===== config.mk =====
export PLATFORM = sky130hd
export DESIGN_NAME = csv_line_tokenizer_core
export DESIGN_NICKNAME = d
export VERILOG_FILES = /design/src/sv/csvlt_pkg.sv /design/src/sv/csvlt_front.sv /design/src/sv/csvlt_queue.sv /design/src/sv/csvlt_back.sv /design/src/sv/csv_line_tokenizer_core.sv
export VERILOG_INCLUDE_DIRS = /design/src /design/src/sv
export SDC_FILE = /design/constraint.sdc
export NUM_CORES = 1
export LEC_CHECK = 0
export BUFFER_PORTS_ARGS = -buffer_cell sky130_fd_sc_hd__buf_2
export CAP_MARGIN = 20
export CORE_MARGIN = 10
export CORE_UTILIZATION = 56
export CTS_BUF_LIST = sky130_fd_sc_hd__clkbuf_8
export DETAILED_ROUTE_END_ITERATION = 8
export PLACE_DENSITY = 0.93
export SETUP_SLACK_MARGIN = 0.02
export SLEW_MARGIN = 10
export SYNTH_ARGS = -nofsm -noshare
export SYNTH_HDL_FRONTEND = slang
export SYNTH_SLANG_ARGS = --single-unit

===== constraint.sdc =====
create_clock -name clk -period 3.1 [get_ports clk]
set_input_delay 0.155 -clock clk [delete_from_list [all_inputs] [get_ports clk]]
set_output_delay 0.155 -clock clk [all_outputs]
set_load 0.02 [all_outputs]

===== src/sv/assert_macros.svh =====
// Assertion macros used by the tokenizer RTL (csvlt_queue).
// Needs nothing else; files that assert include it by bare name.
`ifndef ASSERT_MACROS_SVH
`define ASSERT_MACROS_SVH

// Check a property on every rising edge outside reset.
`define CSVLT_ASSERT(lbl, clk, rst_n, prop, msg) \
    lbl: assert property (@(posedge clk) disable iff (!rst_n) (prop)) else $error(msg);

// Check that a condition never holds outside reset.
`define CSVLT_NEVER(lbl, clk, rst_n, cond, msg) \
    `CSVLT_ASSERT(lbl, clk, rst_n, !(cond), msg)

`endif


===== src/sv/csvlt_pkg.sv =====
// Shared types and constants of the CSV line tokenizer.
// No dependencies; imported by every tokenizer module.
package csvlt_pkg;

    localparam logic [7:0] CH_QUOTE = 8'h22;
    localparam logic [7:0] CH_NL    = 8'h0A;
    localparam logic [7:0] CH_TERM  = 8'h00;

    localparam logic [7:0] DELIM_RESET = 8'd44;

    typedef enum logic [2:0] {
        EV_DATA    = 3'd0,
        EV_COLEND  = 3'd1,
        EV_RESTART = 3'd2,
        EV_LINEEND = 3'd3,
        EV_NLQUOTE = 3'd4,
        EV_UNTERM  = 3'd5
    } ev_kind_t;

    // One classified input byte: a first event, optionally followed by line end
    typedef struct packed {
        ev_kind_t   kind;
        logic [7:0] data;
        logic       two;
    } entry_t;

endpackage


===== src/sv/csvlt_front.sv =====
// Front part of the tokenizer: accepts line bytes and runs the column parser.
// Depends on csvlt_pkg; feeds classified events into csvlt_queue.
module csvlt_front
(
    input  logic                 clk,
    input  logic                 rst_n,
    input  logic [7:0]           delimiter,
    input  logic                 s_tvalid,
    output logic                 s_tready,
    input  logic [7:0]           s_tdata,     // [7:0] line_byte
    input  logic                 q_full,
    output logic                 q_push,
    output csvlt_pkg::entry_t    q_entry
);
    import csvlt_pkg::*;

    typedef enum logic [2:0] {
        M_BETWEEN = 3'd0,
        M_COLUMN  = 3'd1,
        M_QUOTED  = 3'd2,
        M_QSEEN   = 3'd3,
        M_SKIP    = 3'd4,
        M_DROP    = 3'd5
    } mode_t;

    mode_t      mode_reg;
    mode_t      mode_next;
    logic [7:0] prev_reg;
    logic       start_reg;

    logic       accept;
    logic       is_delim;
    logic       ended;
    logic       ev_valid;
    ev_kind_t   ev_kind;
    logic [7:0] ev_data;

    assign s_tready = !q_full;
    assign accept   = s_tvalid && s_tready;
    assign is_delim = (s_tdata == delimiter) && (s_tdata != CH_TERM);

    // Classify the byte against the current mode
    always_comb
    begin
        mode_next = mode_reg;
        ended     = 1'b0;
        ev_valid  = 1'b0;
        ev_kind   = EV_DATA;
        ev_data   = 8'd0;
        case (mode_reg)
            M_COLUMN:
            begin
                if (s_tdata == CH_TERM)
                begin
                    ev_valid = 1'b1;
                    ev_kind  = EV_COLEND;
                    ended    = 1'b1;
                end
                else if (is_delim || s_tdata == CH_NL)
                begin
                    ev_valid  = 1'b1;
                    ev_kind   = EV_COLEND;
                    mode_next = M_BETWEEN;
                end
                else if (s_tdata == CH_QUOTE)
                begin
                    ev_valid  = 1'b1;
                    ev_kind   = EV_RESTART;
                    mode_next = M_QUOTED;
                end
                else
                begin
                    ev_valid = 1'b1;
                    ev_data  = s_tdata;
                end
            end
            M_QUOTED:
            begin
                if (s_tdata == CH_QUOTE)
                begin
                    mode_next = M_QSEEN;
                end
                else if (s_tdata == CH_NL)
                begin
                    ev_valid  = 1'b1;
                    ev_kind   = EV_NLQUOTE;
                    mode_next = M_DROP;
                end
                else if (s_tdata == CH_TERM)
                begin
                    ev_valid = 1'b1;
                    ev_kind  = EV_UNTERM;
                    ended    = 1'b1;
                end
                else
                begin
                    ev_valid = 1'b1;
                    ev_data  = s_tdata;
                end
            end
            M_QSEEN:
            begin
                ev_valid = 1'b1;
                if (s_tdata == CH_QUOTE)
                begin
                    ev_data   = s_tdata;
                    mode_next = M_QUOTED;
                end
                else
                begin
                    ev_kind = EV_COLEND;
                    if (s_tdata == CH_TERM)
                        ended = 1'b1;
                    else if (is_delim || s_tdata == CH_NL)
                        mode_next = M_BETWEEN;
                    else
                        mode_next = M_SKIP;
                end
            end
            M_SKIP:
            begin
                if (s_tdata == CH_TERM)
                    ended = 1'b1;
                else if (is_delim || s_tdata == CH_NL)
                    mode_next = M_BETWEEN;
            end
            M_DROP:
            begin
                if (s_tdata == CH_TERM)
                    ended = 1'b1;
            end
            default:
            begin
                // between columns, and the unused codes
                if (s_tdata == CH_TERM)
                begin
                    ended = 1'b1;
                end
                else if (is_delim)
                begin
                    if (start_reg || prev_reg == delimiter)
                    begin
                        ev_valid = 1'b1;
                        ev_kind  = EV_COLEND;
                    end
                    mode_next = M_BETWEEN;
                end
                else if (s_tdata == CH_NL)
                begin
                    mode_next = M_BETWEEN;
                end
                else if (s_tdata == CH_QUOTE)
                begin
                    mode_next = M_QUOTED;
                end
                else
                begin
                    ev_valid  = 1'b1;
                    ev_data   = s_tdata;
                    mode_next = M_COLUMN;
                end
            end
        endcase
    end

    // Append line end to the first event, or send it alone
    always_comb
    begin
        q_entry.kind = ev_kind;
        q_entry.data = ev_data;
        q_entry.two  = 1'b0;
        if (ended)
        begin
            if (ev_valid)
                q_entry.two = 1'b1;
            else
                q_entry.kind = EV_LINEEND;
        end
    end

    assign q_push = accept && (ev_valid || ended);

    // Advance the parser state on every accepted byte
    always_ff @(posedge clk or negedge rst_n)
    begin
        if (!rst_n)
        begin
            mode_reg  <= M_BETWEEN;
            prev_reg  <= 8'd0;
            start_reg <= 1'b1;
        end
        else if (accept)
        begin
            if (ended)
            begin
                mode_reg  <= M_BETWEEN;
                prev_reg  <= 8'd0;
                start_reg <= 1'b1;
            end
            else
            begin
                mode_reg  <= mode_next;
                prev_reg  <= s_tdata;
                start_reg <= 1'b0;
            end
        end
    end

endmodule


===== src/sv/csvlt_queue.sv =====
// Short event queue between the parser front and the output back end.
// Depends on csvlt_pkg and assert_macros.svh.
`include "assert_macros.svh"

module csvlt_queue
#(
    parameter int DEPTH = 4
)
(
    input  logic                 clk,
    input  logic                 rst_n,
    input  logic                 push,
    input  csvlt_pkg::entry_t    push_entry,
    input  logic                 pop,
    output csvlt_pkg::entry_t    head,
    output logic                 empty,
    output logic                 full
);
    import csvlt_pkg::*;

    localparam int PW = (DEPTH > 1) ? $clog2(DEPTH) : 1;
    localparam int CW = $clog2(DEPTH + 1);

    entry_t          mem [DEPTH];
    logic [PW-1:0]   wr_ptr_reg;
    logic [PW-1:0]   rd_ptr_reg;
    logic [CW-1:0]   count_reg;

    assign empty = (count_reg == '0);
    assign full  = (count_reg == CW'(DEPTH));
    assign head  = mem[rd_ptr_reg];

    // Store entries at the write pointer
    always_ff @(posedge clk)
    begin
        if (push)
            mem[wr_ptr_reg] <= push_entry;
    end

    // Move pointers and track occupancy
    always_ff @(posedge clk or negedge rst_n)
    begin
        if (!rst_n)
        begin
            wr_ptr_reg <= '0;
            rd_ptr_reg <= '0;
            count_reg  <= '0;
        end
        else
        begin
            if (push)
                wr_ptr_reg <= (wr_ptr_reg == PW'(DEPTH - 1)) ? '0 : wr_ptr_reg + 1'b1;
            if (pop)
                rd_ptr_reg <= (rd_ptr_reg == PW'(DEPTH - 1)) ? '0 : rd_ptr_reg + 1'b1;
            if (push && !pop)
                count_reg <= count_reg + 1'b1;
            else if (pop && !push)
                count_reg <= count_reg - 1'b1;
        end
    end

    `CSVLT_NEVER(a_no_overflow, clk, rst_n, push && full && !pop, "queue written while full")
    `CSVLT_NEVER(a_no_underflow, clk, rst_n, pop && empty, "queue read while empty")
    `CSVLT_ASSERT(a_count_up, clk, rst_n,
                  (push && !pop) |=> (count_reg == $past(count_reg) + 1'b1),
                  "queue count did not rise")

endmodule


===== src/sv/csvlt_back.sv =====
// Back end of the tokenizer: turns queued entries into output events.
// Depends on csvlt_pkg; reads from csvlt_queue.
module csvlt_back
(
    input  logic                 clk,
    input  logic                 rst_n,
    input  csvlt_pkg::entry_t    head,
    input  logic                 empty,
    output logic                 pop,
    output logic                 m_tvalid,
    input  logic                 m_tready,
    output logic [7:0]           m_tdata,     // [7:0] column_byte
    output logic [2:0]           m_tuser,     // [2:0] event_kind
    output logic                 m_tlast
);
    import csvlt_pkg::*;

    logic       valid_reg;
    ev_kind_t   kind_reg;
    logic [7:0] data_reg;
    logic       last_reg;
    logic       second_reg;
    logic       load;

    assign load = !valid_reg || m_tready;
    // a two-event entry leaves the queue with its line end
    assign pop  = load && !empty && (!head.two || second_reg);

    // Load the output register from the queue head
    always_ff @(posedge clk or negedge rst_n)
    begin
        if (!rst_n)
        begin
            valid_reg  <= 1'b0;
            second_reg <= 1'b0;
        end
        else if (load)
        begin
            valid_reg <= !empty;
            if (!empty && head.two && !second_reg)
                second_reg <= 1'b1;
            else if (!empty)
                second_reg <= 1'b0;
        end
    end

    // Payload needs no reset
    always_ff @(posedge clk)
    begin
        if (load && !empty)
        begin
            if (second_reg)
            begin
                kind_reg <= EV_LINEEND;
                data_reg <= 8'd0;
                last_reg <= 1'b1;
            end
            else
            begin
                kind_reg <= head.kind;
                data_reg <= head.data;
                last_reg <= !head.two;
            end
        end
    end

    assign m_tvalid = valid_reg;
    assign m_tdata  = data_reg;
    assign m_tuser  = kind_reg;
    assign m_tlast  = last_reg;

endmodule


===== src/sv/csv_line_tokenizer_core.sv =====
// CSV line tokenizer top level: APB register, parser front, queue, event back end.
// Depends on csvlt_pkg, csvlt_front, csvlt_queue and csvlt_back.
//
//   Channel  Dir  Handshake                 Payload
//   s_*      in   s_tvalid/s_tready         tdata = line_byte
//   m_*      out  m_tvalid/m_tready         tdata = column_byte, tuser = event_kind,
//                                           tlast = last
//   APB      in   psel/penable/pready       delimiter at address 0
//
// One byte is accepted per cycle while the queue has room; the parser decides its
// events in the cycle of acceptance, and they reach m_* through the queue memory and
// the output register, which sends one event per cycle while m_tready is high. A byte
// that causes two events (line end after another) keeps its entry at the queue head
// until both are sent. Reset is asynchronous, active low, and needs no clearing pass.
// A stalled m_tready fills the queue (QUEUE_DEPTH entries) and then drops s_tready.
module csv_line_tokenizer_core
#(
    parameter int QUEUE_DEPTH = 4
)
(
    input  logic        clk,
    input  logic        rst_n,
    input  logic        s_tvalid,
    output logic        s_tready,
    input  logic [7:0]  s_tdata,     // [7:0] line_byte
    output logic        m_tvalid,
    input  logic        m_tready,
    output logic [7:0]  m_tdata,     // [7:0] column_byte
    output logic [2:0]  m_tuser,     // [2:0] event_kind
    output logic        m_tlast,
    input  logic        psel,
    input  logic        penable,
    input  logic        pwrite,
    input  logic [2:0]  paddr,
    input  logic [31:0] pwdata,
    output logic [31:0] prdata,
    output logic        pready
);
    import csvlt_pkg::*;

    logic [7:0] delim_reg;
    logic       q_push;
    logic       q_pop;
    logic       q_full;
    logic       q_empty;
    entry_t     q_entry;
    entry_t     q_head;

    assign pready = 1'b1;
    assign prdata = (paddr[2] == 1'b0) ? {24'd0, delim_reg} : 32'd0;

    // Hold the delimiter register
    always_ff @(posedge clk or negedge rst_n)
    begin
        if (!rst_n)
            delim_reg <= DELIM_RESET;
        else if (psel && penable && pwrite && pready && paddr[2] == 1'b0)
            delim_reg <= pwdata[7:0];
    end

    csvlt_front u_front
    (
        .clk       (clk),
        .rst_n     (rst_n),
        .delimiter (delim_reg),
        .s_tvalid  (s_tvalid),
        .s_tready  (s_tready),
        .s_tdata   (s_tdata),
        .q_full    (q_full),
        .q_push    (q_push),
        .q_entry   (q_entry)
    );

    csvlt_queue #(.DEPTH(QUEUE_DEPTH)) u_queue
    (
        .clk        (clk),
        .rst_n      (rst_n),
        .push       (q_push),
        .push_entry (q_entry),
        .pop        (q_pop),
        .head       (q_head),
        .empty      (q_empty),
        .full       (q_full)
    );

    csvlt_back u_back
    (
        .clk      (clk),
        .rst_n    (rst_n),
        .head     (q_head),
        .empty    (q_empty),
        .pop      (q_pop),
        .m_tvalid (m_tvalid),
        .m_tready (m_tready),
        .m_tdata  (m_tdata),
        .m_tuser  (m_tuser),
        .m_tlast  (m_tlast)
    );

endmodule

==> results of run 1 <==
## kinds of logic after synthesis
logic type,Yosys count,share of synthesized area
flops,89,0.5735
buf+inv,45,0.06206
compound gates,36,0.06064
xor+xnor,20,0.03967
other cells,2,0.001701
simple gates,90,0.1173
mux,36,0.1235
fa+ha+maj,7,0.02154
## stage by stage
step | power [uW] | cells | util
after floorplan | 3163 | 348 | -
after global placement | 3499 | 470 | 0.6115
after detailed placement | 3619 | 470 | 0.6115
after CTS | 4334 | 487 | 0.6359
after global routing | 4576 | 488 | 0.6372
final | 4298 | 488 | 0.6372
## path summary, 6_finish.rpt
kind / endpoint / cells after the start / start
hold / removal: delim_reg[0] / 2 / pwdata[0]
setup / recovery: u_queue.count_reg[2] / 11 / delim_reg[4]
hold reg to reg: u_queue.count_reg[2] / 1 / u_queue.count_reg[2]
max in group asynchronous: u_front.mode_reg[2] / 2 / rst_n
min in group asynchronous: u_front.prev_reg[1] / 2 / rst_n
setup reg to reg: u_queue.count_reg[2] / 11 / delim_reg[4]
## power by group
part / leakage, uW / internal, uW / switching [uW] / total (uW)
Clock: 0.0000876 / 296 / 419 / 716
Combinational: 0.000938 / 750 / 871 / 1620
Sequential: 0.000902 / 1730 / 226 / 1960
## metal layers
metal | part of all wire | GRT usage | routed length, um | vias up
met4 | 0.014 | 0.04331 | 125 | 0
met3 | 0.089 | 0.05251 | 780 | 10
met2 | 0.50 | 0.2582 | 4404 | 126
met5 | 0 | 0 | 0 | -
li1 | - | - | - | 1253
met1 | 0.39 | 0.1781 | 3461 | 1317
## cell usage after synthesis, drive strengths merged, types with 2 or more instances
cell,number
o211ai,2
nor2,12
and2,14
dfstp,4
buf,34
nand3,7
mux2,22
conb,2
nor4b,2
nand2,12
mux2i,2
a31oi,7
a21oi,8
nor4,3
or2,6
xnor2,11
a31o,2
o221ai,3
nor2b,21
nor3,5
xor2,9
dfrtp,25
inv,8
edfxtp,60
nand4,2
clkbuf,3
mux4,12
o21ai,3
nand2b,2
ha,6
## cells in the final DEF, fill, tap and decap left out, types with 5 or more instances in the layout
cell type / n
dfrtp_1: 25
ha_1: 6
inv_1: 9
nand3_1: 7
nor2_1: 11
clkbuf_8: 9
a31oi_1: 7
conb_1: 25
xnor2_1: 11
xor2_1: 9
nor2b_1: 21
mux4_2: 12
buf_4: 12
edfxtp_1: 60
mux2_2: 19
nor3_1: 5
buf_2: 45
a21oi_1: 7
and2_1: 14
nand2_1: 11
## cell type report
type                            count  area, um2  share of cell area
Clock buffer                        9      123.9             0.02529
Inverter                            8      30.03            0.006130
Timing Repair Buffer               59      335.3             0.06845
Sequential cell                    89       2532              0.5170
Multi-Input combinational cell    214       1695              0.3461
Tap cell                          102      127.6             0.02605
Clock inverter                      7      53.80             0.01098
==> impl_results.md, run 1 <==
- Die Area: 11840 um2
- Synth cell types: 56
- R2R Setup Slk: between 200 and 250 ps
- Cell count after synthesis: between 300 and 400
- DRC Markers: 0
- Tmin final: between 2000 and 3000 ps
- Clock-pin slew on the worst setup and hold paths: about 90 ps
- Crit-path max cell delay: 440 ps
- Syn Std Cell Area: between 4000 and 5000 um2
- Worst Path Arrival: ~3200 ps
- Gates resized, CTS repair: 0
- Post-place setup slack: 244.7 ps
- Top FF cell, synth: edfxtp_1
- EDFF count, synth: 60
- Max FO, Critical Path: 7
- Status: finished, final reports clean
- CP Launch Type: flop
- Hold slack: about 28 ps
- Max Cap Viol: 0
- N_diodes: 0
- Clk buf depth: 2
- Synth area leader: edfxtp_1
- WP data required: ~3400 ps
- Grt total ovfl: 0
- 1st-pass router iterations: 4
- Core Region: slightly below 8000 um2
- Slew Limit Fails: 0
- GRT Overall Usage: 0.1515
- Root Driver: clkbuf_8
- Wire per inst: 17.98 um
- Max reg flops: 48
- Largest net degree at the start of global routing: 30
- Rows: 32
- Worst slew margin: 0.5590
- Final Cycle Share: 0.9229
- FMAX: ~0.35 GHz
- Number of global-route vias before repair: between 2000 and 3000
- Initial Util: 0.5744
- Post-synth ARST share: 0.3258
- Post-DRT Antenna Nets: 0
- Biggest register: u_queue.mem
- Critical-path cell list: xor2_1 > nor4_1 > a41o_1 > o221ai_2 > a21oi_4 > ha_1 > inv_1 > fa_1 > xor2_1 > nor2_1 > xor2_1
- Post CTS Setup Buffer Count: 0
- CTS Sinks: 89
- Total negative slack: 0 ps
- Placed cell area: 4701 um2
- Post-route cell area: between 4000 and 5000 um2
- CTS tree: done
- CTS H-tree lvls: 3
- Layout Nets: approximately 440
- Layout filler cell count: between 500 and 600
- Initial antenna violation count: 0
- Gp weighted congestion: between 0.9 and 1
- VDD IR max: 0.4178 mV
- Seq/Total Area, Yosys: 0.5735
- DP Wirelength: 6577 um
- Num CTS Buffers: 9
- Share of layout cells above drive strength 1: 0.3083
- Port Buf Inserts: 45
- P_leak: ~0.0019 uW
- Hold WC Path Type: in -> reg
- CP delay by family, top: compound AO/OA/AOI/OAI gates
- Avg Vias per Cell: around 5.5
- Mean area per synthesized cell: 13.59 um2
- CP max-delay cell: dfrtp_1
- Top-area cell type share of the netlist area: 0.4080
- Worst skew pair latency: 360 ps
- Global-route wire length before repair: about 14000 um
- Worst setup EP type: flop
- Final Hold Viols: 0
- Worst-margin pin slew: roughly 650 ps
- Area grow syn2layout: 10.94%
- # IOs: 97
- Hold_buf cts: 1
- YS warnings: 0
- RSZ-0062 raised after global routing: no
- Crit Path Class: reg -> reg
- Setup slack after layout: about 240 ps
- Detailed Route Iter0 Violations: 260
- Final setup fails: 0
- Top post-synthesis cells by area: edfxtp_1 (41%), dfrtp_1 (14%), mux4_2 (6.1%), mux2_2 (4.8%), buf_4 (4.4%)
- Die Y: ~110 um
- Most used cell along the critical path: xor2_1
- Die Span X: ~110 um
- Via Count: ~2700
- Wirelength, routed: 8772 um
- Synthesized flop and latch total: approximately 90
- Bufs and invs on worst path: 1
- PD cells: just under 900 nW/um2
- Clock skew: roughly 12 ps
Power figures use the tool's default switching activity.
==> inputs of run 2 (changes only) <==
==> constraint.sdc (replaced) <==
create_clock -name clk -period 3.1 [get_ports clk]
set_input_delay 0 -clock clk [delete_from_list [all_inputs] [get_ports clk]]
set_output_delay 0 -clock clk [all_outputs]
set_load 0.02 [all_outputs]
==> run 2 against run 1 <==
Against the previous run:
- worst hold slack got worse by 7.0 ps
- utilization rose by 2.1 points
- combinational power barely moved
- critical path depth did not move
- via count rose by 2.4%
- maximum frequency fell by 1.5%
- wire length rose by 4.3%
- clock-buffer cell count did not move
- die area did not move
- design area rose by 3.3%
==> impl_results.md, run 2 (synthesized netlist as in run 1, its figures left out) <==
- Hold WC Path Type: in -> reg
- Global-route wire length before repair: about 15000 um
- PD cells: between 800 and 900 nW/um2
- Clock skew: 8.444 ps
- FMAX: about 0.34 GHz
- Wire per inst: about 18 um
- Clk buf depth: 2
- Max FO, Critical Path: 7
- Worst Path Arrival: around 3200 ps
- Area grow syn2layout: 14.59%
- Slew Limit Fails: 0
- Grt total ovfl: 0
- Layout Nets: roughly 450
- WP data required: 3390 ps
- Max Cap Viol: 0
- Commonest non-fill, non-tap cell in the layout: edfxtp_1
- Tmin final: between 2000 and 3000 ps
- Initial antenna violation count: 0
- Worst-margin pin slew: 691.0 ps
- # IOs: 97
- CTS Sinks: 89
- Sequential Power Share: 0.436
- 1st-pass router iterations: 4
- CTS H-tree lvls: 3
- Die Area: between 10000 and 15000 um2
- Hold slack: between 20 and 25 ps
- Psw: about 1500 uW
- RSZ-0062 raised after global routing: no
- Status: finished, final reports clean
- Num CTS Buffers: 9
- Combinational fraction of design power: 0.366
- Rows: 32
- P_leak: approximately 0.0020 uW
- CTS tree: done
- Die Y: around 110 um
- Crit Path Class: reg -> reg
- Worst slew margin: 0.5351
- Commonest cells after routing, fill and taps aside: edfxtp_1 (60), buf_2 (45), conb_1 (25), dfrtp_1 (25), nor2b_1 (21)
- Gp weighted congestion: 0.8796
- Max reg flops: 48
- Port Buf Inserts: 45
- Switch share: 0.3415
- DRC Markers: 0
- Worst setup EP type: flop
- CP Launch Type: flop
- N_diodes: 0
- Power share of the clock group: 0.198
- VDD IR max: ~0.34 mV
- Final setup fails: 0
- Internal power: slightly below 3000 uW
- Post-DRT Antenna Nets: 0
- Avg Vias per Cell: roughly 5.6
- DP Wirelength: between 6000 and 7000 um
- Die Span X: roughly 110 um
- Worst skew pair latency: approximately 360 ps
- Largest net degree at the start of global routing: 30
- Number of global-route vias before repair: 2904
- Biggest register: u_queue.mem
- Final Hold Viols: 0
- Detailed Route Iter0 Violations: about 260
- Gates resized, CTS repair: 0
- GRT Overall Usage: 0.1592
- Wirelength, routed: ~9000 um
- Hold_buf cts: 15
- Total negative slack: 0 ps
- Initial Util: 0.5744
- Post CTS Setup Buffer Count: 0
- Final Cycle Share: 0.9369
- Via Count: ~2800
- Core Region: between 7000 and 8000 um2
- Share of layout cells above drive strength 1: 0.2972
- Root Driver: clkbuf_8
- Clock-pin slew on the worst setup and hold paths: 90 ps
## run 2: power groups by stage
stage,Combinational [uW],Sequential (uW),Clock [uW]
6_report,1650,1960,891
5_1_grt,1800,2000,961
4_1_cts,1660,1960,896
3_5_place_dp,1620,1980,0
3_3_place_gp,1550,1950,0
2_1_floorplan,1150,2010,0
## run 2: cell type report
| cell class | instances | area, um2 |
|---|---|---|
| Clock buffer | 9 | 123.9 |
| Clock inverter | 7 | 100.1 |
| Fill cell | 551 | 2628 |
| Inverter | 8 | 30.03 |
| Multi-Input combinational cell | 214 | 1695 |
| Sequential cell | 89 | 2532 |
| Tap cell | 102 | 127.6 |
| Timing Repair Buffer | 70 | 450.4 |
## run 2: through the flow
| step | cells | total power [uW] | utilization | area [um2] | worst slack (ps) |
|---|---|---|---|---|---|
| finish | 499 | 4501 | 0.6582 | 5060 | 195.6 |
| global route | 499 | 4763 | 0.6582 | 5060 | 24.02 |
| CTS | 499 | 4515 | 0.6582 | 5060 | 183.8 |
| detailed placement | 468 | 3608 | 0.6095 | 4686 | 261.1 |
| global placement | 468 | 3499 | 0.6095 | 4686 | 310.7 |
| floorplan | 348 | 3163 | - | 4502 | 514.2 |
## run 2: worst max-delay path, cell delays in order, from the launching register on
cell and delay (ps):
dfrtp_1 440, xor2_1 180, nor4_1 370, a41o_1 300, o221ai_2 150, a21oi_4 260, ha_1 230, inv_1 70
fa_1 380, xor2_1 150, nor2_1 130, xor2_1 160
## run 2: metal layers
metal  vias up  wire length, um  track usage
met3        25              715      0.04661
met1      1358             3541       0.1791
li1       1275                -            -
met5         -                0            0
met4         0              182      0.06215
met2       114             4713       0.2793
## run 2: worst paths after layout
path	to	start	depth (start not counted)	slack [ps]
worst max-delay path	u_queue.count_reg[2]	delim_reg[4]	11	200
min in group asynchronous	u_front.prev_reg[1]	rst_n	2	190
worst min-delay path	u_front.prev_reg[3]	s_tdata[3]	2	20
worst min register to register	u_queue.count_reg[2]	u_queue.count_reg[2]	1	520
worst max register to register	u_queue.count_reg[2]	delim_reg[4]	11	200
max in group asynchronous	delim_reg[7]	rst_n	2	2490
